`src/sv/smpq_pkg.sv`:
```
// Package for the sorted min priority queue: word types, codes and widths.
`default_nettype none
package smpq_pkg;

    localparam int VALUE_W     = 32;
    localparam int COUNT_W     = 5;
    localparam int STATUS_W    = 2;
    localparam int DEPTH_DFLT  = 16;

    localparam logic [COUNT_W-1:0] CAP_RESET = COUNT_W'(16);

    localparam logic CMD_INSERT = 1'b0;
    localparam logic CMD_DELETE = 1'b1;

    localparam logic [STATUS_W-1:0] ST_DONE  = 2'd0;
    localparam logic [STATUS_W-1:0] ST_FULL  = 2'd1;
    localparam logic [STATUS_W-1:0] ST_EMPTY = 2'd2;

    typedef struct packed {
        logic                      cmd;
        logic signed [VALUE_W-1:0] value;
    } t_in_word;

    typedef struct packed {
        logic [STATUS_W-1:0]       status;
        logic signed [VALUE_W-1:0] removed_value;
        logic [COUNT_W-1:0]        live_count;
    } t_out_word;

    typedef struct packed {
        logic ins;
        logic del;
    } t_cell_ctl;

endpackage
`default_nettype wire

```
`src/sv/smpq_cell.sv`:
```
// One slot of the sorted chain: holds a value, shifts left on delete, opens on insert.
`default_nettype none
module smpq_cell (
    input  wire                                   i_clk,
    input  wire smpq_pkg::t_cell_ctl              i_ctl,
    input  wire signed [smpq_pkg::VALUE_W-1:0]    i_value,
    input  wire                                   i_live,
    input  wire                                   i_left_take,
    input  wire signed [smpq_pkg::VALUE_W-1:0]    i_left_val,
    input  wire signed [smpq_pkg::VALUE_W-1:0]    i_right_val,
    output logic                                  o_take,
    output logic signed [smpq_pkg::VALUE_W-1:0]   o_val
);

    logic signed [smpq_pkg::VALUE_W-1:0] r_val;

    // new value goes at or before this slot
    assign o_take = !i_live || (r_val > i_value);
    assign o_val  = r_val;

    always_ff @(posedge i_clk) begin
        if (i_ctl.del) begin
            r_val <= i_right_val;
        end else if (i_ctl.ins) begin
            if (i_left_take) begin
                r_val <= i_left_val;
            end else if (o_take) begin
                r_val <= i_value;
            end
        end
    end

endmodule
`default_nettype wire

```
`src/sv/sorted_min_priority_queue_core.sv`:
```
// Sorted min priority queue: a chain of value cells with a live count and output register.
// The result word of an accepted word is captured in the output register on its accepting edge.
// Throughput: one insert or delete per cycle while not stalled; each cell does one compare
// against the broadcast value and a neighbor shift, so a word may follow in the next cycle.
// Reset: live count cleared, capacity set to 16, output empty; cell values are not cleared.
`default_nettype none
module sorted_min_priority_queue_core #(
    parameter int DEPTH = smpq_pkg::DEPTH_DFLT
) (
    input  wire                              i_clk,
    input  wire                              i_rst_n,
    input  wire                              i_in_valid,
    output logic                             o_in_stall,
    input  wire smpq_pkg::t_in_word          i_in_word,
    output logic                             o_out_valid,
    input  wire                              i_out_stall,
    output smpq_pkg::t_out_word              o_out_word,
    input  wire                              i_cfg_we,
    input  wire [smpq_pkg::COUNT_W-1:0]      i_cfg_wdata
);

    localparam int DW    = $clog2(DEPTH + 1);
    localparam int CMP_W = (DW > smpq_pkg::COUNT_W) ? DW : smpq_pkg::COUNT_W;
    localparam logic [CMP_W-1:0] DEPTH_C = CMP_W'(DEPTH);

    logic [smpq_pkg::COUNT_W-1:0] r_count, n_count;
    logic [smpq_pkg::COUNT_W-1:0] r_cap;
    logic                         r_out_valid;
    smpq_pkg::t_out_word          r_out_word, n_out_word;

    logic                         accept;
    logic                         full;
    logic                         empty;
    logic [CMP_W-1:0]             count_w;
    smpq_pkg::t_cell_ctl          ctl;

    logic                                 take [DEPTH];
    logic signed [smpq_pkg::VALUE_W-1:0]  val  [DEPTH];
    logic                                 live [DEPTH];

    assign o_in_stall  = r_out_valid && i_out_stall;
    assign accept      = i_in_valid && !o_in_stall;
    assign o_out_valid = r_out_valid;
    assign o_out_word  = r_out_word;

    assign count_w = CMP_W'(r_count);
    assign full    = (r_count >= r_cap) || (count_w >= DEPTH_C);
    assign empty   = (r_count == '0);

    assign ctl.ins = accept && (i_in_word.cmd == smpq_pkg::CMD_INSERT) && !full;
    assign ctl.del = accept && (i_in_word.cmd == smpq_pkg::CMD_DELETE) && !empty;

    genvar gi;
    generate
        for (gi = 0; gi < DEPTH; gi++) begin : g_cell
            assign live[gi] = CMP_W'(gi) < count_w;
            if (gi == 0) begin : g_head
                smpq_cell u_cell (
                    .i_clk       (i_clk),
                    .i_ctl       (ctl),
                    .i_value     (i_in_word.value),
                    .i_live      (live[gi]),
                    .i_left_take (1'b0),
                    .i_left_val  (i_in_word.value),
                    .i_right_val ((DEPTH > 1) ? val[(DEPTH > 1) ? 1 : 0] : val[0]),
                    .o_take      (take[gi]),
                    .o_val       (val[gi])
                );
            end else if (gi == DEPTH - 1) begin : g_tail
                smpq_cell u_cell (
                    .i_clk       (i_clk),
                    .i_ctl       (ctl),
                    .i_value     (i_in_word.value),
                    .i_live      (live[gi]),
                    .i_left_take (take[gi-1]),
                    .i_left_val  (val[gi-1]),
                    .i_right_val (val[gi]),
                    .o_take      (take[gi]),
                    .o_val       (val[gi])
                );
            end else begin : g_mid
                smpq_cell u_cell (
                    .i_clk       (i_clk),
                    .i_ctl       (ctl),
                    .i_value     (i_in_word.value),
                    .i_live      (live[gi]),
                    .i_left_take (take[gi-1]),
                    .i_left_val  (val[gi-1]),
                    .i_right_val (val[gi+1]),
                    .o_take      (take[gi]),
                    .o_val       (val[gi])
                );
            end
        end
    endgenerate

    always_comb begin
        n_count                  = r_count;
        n_out_word.status        = smpq_pkg::ST_DONE;
        n_out_word.removed_value = '0;
        if (i_in_word.cmd == smpq_pkg::CMD_INSERT) begin
            if (full) begin
                n_out_word.status = smpq_pkg::ST_FULL;
            end else begin
                n_count = r_count + 1'b1;
            end
        end else begin
            if (empty) begin
                n_out_word.status = smpq_pkg::ST_EMPTY;
            end else begin
                n_count                  = r_count - 1'b1;
                n_out_word.removed_value = val[0];
            end
        end
        n_out_word.live_count = n_count;
    end

    always_ff @(posedge i_clk) begin
        if (!i_rst_n) begin
            r_count     <= '0;
            r_cap       <= smpq_pkg::CAP_RESET;
            r_out_valid <= 1'b0;
        end else begin
            if (i_cfg_we) begin
                r_cap <= i_cfg_wdata;
            end
            if (accept) begin
                r_count     <= n_count;
                r_out_valid <= 1'b1;
            end else if (!i_out_stall) begin
                r_out_valid <= 1'b0;
            end
        end
    end

    always_ff @(posedge i_clk) begin
        if (accept) begin
            r_out_word <= n_out_word;
        end
    end

    a_count_bound: assert property (@(posedge i_clk) disable iff (!i_rst_n)
        count_w <= DEPTH_C)
        else $error("live count above depth");

    a_insert_grows: assert property (@(posedge i_clk) disable iff (!i_rst_n)
        ctl.ins |=> r_count == $past(r_count) + 1'b1)
        else $error("insert did not grow count");

    a_empty_word: assert property (@(posedge i_clk) disable iff (!i_rst_n)
        (r_out_valid && r_out_word.status == smpq_pkg::ST_EMPTY) |->
            (r_out_word.live_count == '0 && r_out_word.removed_value == '0))
        else $error("empty status with live entries or value");

    a_full_refused: assert property (@(posedge i_clk) disable iff (!i_rst_n)
        (accept && i_in_word.cmd == smpq_pkg::CMD_INSERT && full) |=> $stable(r_count))
        else $error("refused insert changed count");

endmodule
`default_nettype wire

```
`config.mk`:
```
export PLATFORM = sky130hd
export DESIGN_NAME = sorted_min_priority_queue_core
export DESIGN_NICKNAME = d
export VERILOG_FILES = /design/src/sv/smpq_pkg.sv /design/src/sv/smpq_cell.sv /design/src/sv/sorted_min_priority_queue_core.sv
export SDC_FILE = /design/constraint.sdc
export NUM_CORES = 2
export LEC_CHECK = 0
export BUFFER_PORTS_ARGS = -buffer_cell sky130_fd_sc_hd__buf_2
export CORE_UTILIZATION = 50
export DETAILED_ROUTE_END_ITERATION = 16
export PLACE_DENSITY = 0.66
export REMOVE_ABC_BUFFERS = 1
export SLEW_MARGIN = 10
export SYNTH_ARGS = -nofsm -noshare
export SYNTH_HDL_FRONTEND = slang
export SYNTH_SLANG_ARGS = --single-unit
```
`constraint.sdc`:
```
create_clock -name i_clk -period 8.5 [get_ports i_clk]
set_input_delay 0.85 -clock i_clk [delete_from_list [all_inputs] [get_ports i_clk]]
set_output_delay 0.85 -clock i_clk [all_outputs]
set_load 0.01 [all_outputs]
```
==> results.sh <==
export IMPL_core_area_um2=76200
export IMPL_ys_top_cells_by_area="edfxtp_1 43%, ha_1 16%, o211ai_1 7.2%"
export IMPL_start_util_pct=50.7
export IMPL_critPathMaxStageDelay_ns=0.96
export IMPL_synth_seq_cells=562
export IMPL_reg2reg_from="g_cell[8].g_mid.u_cell.o_val[15]"
export IMPL_dp_hpwl_um=90700
export IMPL_ioPinCount=84
export IMPL_status="completed"
export IMPL_rr_worst_depth=9
export IMPL_grt_setup_unrepaired="no"
export IMPL_dp_cells=4657
export IMPL_synth_top_cell_by_area="edfxtp_1"
export IMPL_maxCapViolCount=0
export IMPL_wl_per_cell_um=27.6
export IMPL_place_gp_congestion=0.952
export IMPL_antenna_found_initial=3
export IMPL_crit_type="input port to flip-flop"
export IMPL_finalHoldViolCount=0
export IMPL_cp_cell_sequence="buf_2 -> inv_1 -> ha_1 -> and2_0 -> a221o_1 -> a221oi_1 -> o21ai_1 -> a2111oi_2 -> a311o_2 -> buf_4 -> nor2_1 -> o21ai_4"
export IMPL_synthFlopType="edfxtp_1"
export IMPL_hp_class="input port to flip-flop"
export IMPL_layout_cells_non_filler=4768
export IMPL_drv_slew=0
export IMPL_drt_vias_per_instance=6.71
export IMPL_post_route_period_util_pct=62.8
export IMPL_num_nets_final=4229
export IMPL_r2r_setup_slack_ns=3.64
export IMPL_yosysTopAreaCellShare_pct=42.8
export IMPL_via_count=32000
export IMPL_synth_warnings=0
export IMPL_synth_area_um2=38600
export IMPL_cts_sinks=562
export IMPL_numCtsBuffers=68
export IMPL_drc_errors=0
export IMPL_post_cts_buffers=0
export IMPL_die_h_um=280
export IMPL_htreeDepth=3
export IMPL_cts_buffer_depth=3
export IMPL_synth_sequential_area_ratio_pct=43.4
export IMPL_min_period_ns=5.34
export IMPL_fillers=6725
export IMPL_first_iter_violations=4318
export IMPL_setup_viol=0
export IMPL_cts_tree="done"
export IMPL_wl_um=131000
export IMPL_clkTransAtPathRegs_ns=0.06
export IMPL_grt_max_degree=178
export IMPL_min_from="i_cfg_wdata[4]"
export IMPL_ctsRootBufferMaster="clkbuf_16"
export IMPL_die_w_um=280
export IMPL_ant_nets=0
export IMPL_std_cell_rows=101
export IMPL_drive_gt1_share_pct=11.9
export IMPL_dp_slack_ns=2.61
export IMPL_dr_pass1_iters=6
export IMPL_critPathMaxFanout=34
export IMPL_portBuffers=83
export IMPL_area_delta_synth_final_pct=8.29
export IMPL_yosysUniqueCellTypes=70
export IMPL_fin_ws_ns=3.16
export IMPL_async_flop_share_pct=0
export IMPL_seq_area_um2=16800
export IMPL_holdPathStages=3
export IMPL_syn_instance_count=3740
export IMPL_leakage_nw=16.4
export IMPL_power_density_nw_per_um2=210
export IMPL_multi_input_comb_area_um2=20500
export IMPL_slew_headroom_pct=15.8
export IMPL_hold_buffers=0
export IMPL_fmax_mhz=187
export IMPL_clk_latency_ns=0.62
export IMPL_required_ns=8.71
export IMPL_holdPathEnd="r_cap[4]"
export IMPL_die_area_um2=78400
export IMPL_cts_resized=0
export IMPL_synth_edff_count=551
export IMPL_r2r_end="g_cell[9].g_mid.u_cell.o_val[29]"
export IMPL_syn_avg_cell_area_um2=10.3
export IMPL_grt_usage_pct=33.3
export IMPL_ir_worst_vdd_mv=0.141
export IMPL_grt_pass1_wl_um=196000
export IMPL_finalClockSkew_ns=0.0300
export IMPL_crit_path_end_kind="flip-flop"
export IMPL_crit_arrival_ns=5.55
export IMPL_overflow=0
export IMPL_cp_slowest_cell="o21ai_4"
export IMPL_tightest_slew_ns=1.26
export IMPL_startpoint_type="input port"
export IMPL_grt_pass1_vias=30200
## how the worst max path moves through the flow
| stage | startpoint | end | slack (ns) | cells past startpoint |
|---|---|---|---|---|
| floorplan | i_out_stall | g_cell[10].g_mid.u_cell.o_val[0] | -12.57 | 5 |
| global placement | i_in_word[25] | g_cell[5].g_mid.u_cell.o_val[19] | 2.70 | 12 |
| detailed placement | i_in_word[25] | g_cell[6].g_mid.u_cell.o_val[5] | 2.61 | 12 |
| CTS | i_in_word[27] | g_cell[6].g_mid.u_cell.o_val[21] | 3.25 | 12 |
| global route | i_in_word[27] | g_cell[5].g_mid.u_cell.o_val[21] | 2.92 | 12 |
| finish | i_in_word[27] | g_cell[5].g_mid.u_cell.o_val[21] | 3.16 | 12 |
## logic make-up (layout without fill, tap and decap cells)
kind of cell	count (synthesis)	after routing	share of synthesized area (%)
xor+xnor	1	1	0.0227
simple gates	1428	1428	18.1
mux	35	35	1.20
other cells	0	1	0
compound gates	911	911	17.4
fa+ha+maj	488	488	15.8
buf+inv	315	312	4.06
flops	562	562	43.4
## worst max-delay path, delay by kind of cell
family          cells  cell delay (ns)
fa+ha+maj           1             0.37
buf+inv             3             1.24
compound gates      6             2.70
simple gates        2             0.32
## layout make-up
| class | instances | area share [%] |
|---|---|---|
| clock buffers | 81 | 4.46 |
| repair buffers | 142 | 2.22 |
| clock inverters | 28 | 0.559 |
| flip-flops and latches | 562 | 40.1 |
| well taps | 1030 | 3.08 |
| diodes | 1 | 0.00598 |
| multi-input cells | 2863 | 49.0 |
| inverters | 61 | 0.547 |
## layer usage
metal  GRT usage [%]  vias up  routed length [um]
met4            15.7        4                6510
met3            5.02      291               11600
met5               0        -                  28
li1                -    14400                   -
met2            51.3     1690               58800
met1            45.8    15600               54400
## flip-flops by register name (all words and copies together), names as in the netlist
register	count
g_cell.g_tail.u_cell.o_val	32
o_out_valid	1
g_cell.g_mid.u_cell.o_val	448
g_cell.g_head.u_cell.o_val	32
o_out_word	39
count_w	5
r_cap	5
## power breakdown
part	internal (W)	switching (W)	total (W)
logic	0.000753	0.00132	0.00207
registers	0.00353	0.000321	0.00385
clock network	0.00167	0.00121	0.00288
total	0.00595	0.00285	0.00880
## stage by stage
stage	utilization [%]	power [W]	cell area [um^2]	hold WS, ns	TNS (ns)
finish	54.9	0.00880	41800	0.455	0
global route	54.9	0.00913	41800	0.470	0
CTS	54.9	0.00876	41800	0.436	0
detailed placement	52.1	0.00591	39700	0.501	0
global placement	52.1	0.00585	39700	0.499	0
floorplan	-	0.00528	37300	0.475	-9449.30
## cells in the final DEF (no fill, tap or decap), drive strengths merged, types with 40 or more instances in the layout
master and instances:
a21oi 198, nand3 467, edfxtp 551, ha 488, a21o 46, nor2 72
clkbuf 81, nor2b 47, o211ai 450, buf 142, nand4 68, and4 40
nand2 635, o21ai 106, inv 63, and3 47
## synth_stat cells, types with 3 or more instances
cell and count:
and4_1 40, o21a_1 19, buf_1 13, o211ai_1 371, nand3_2 55, a21oi_1 198
dfxtp_1 11, buf_4 29, and3_1 47, nor2b_1 47, mux2_4 20, clkbuf_1 135
a211oi_1 7, nand3_1 412, nand2_1 635, buf_6 29, nor3_1 14, nor2_1 71
ha_1 488, edfxtp_1 551, a31oi_1 6, o21ai_1 11, a221o_1 11, a221oi_1 12
nor4bb_1 11, nand2b_1 4, nor4_1 3, o221ai_1 14, o211ai_2 79, mux2_2 3
a21o_1 46, mux2_1 8, buf_2 48, mux2i_1 4, a2111oi_2 9, and2_0 11
nand4_1 67, o21ai_0 95, inv_1 60, a311o_2 9
(Power assumes the default switching activity.)
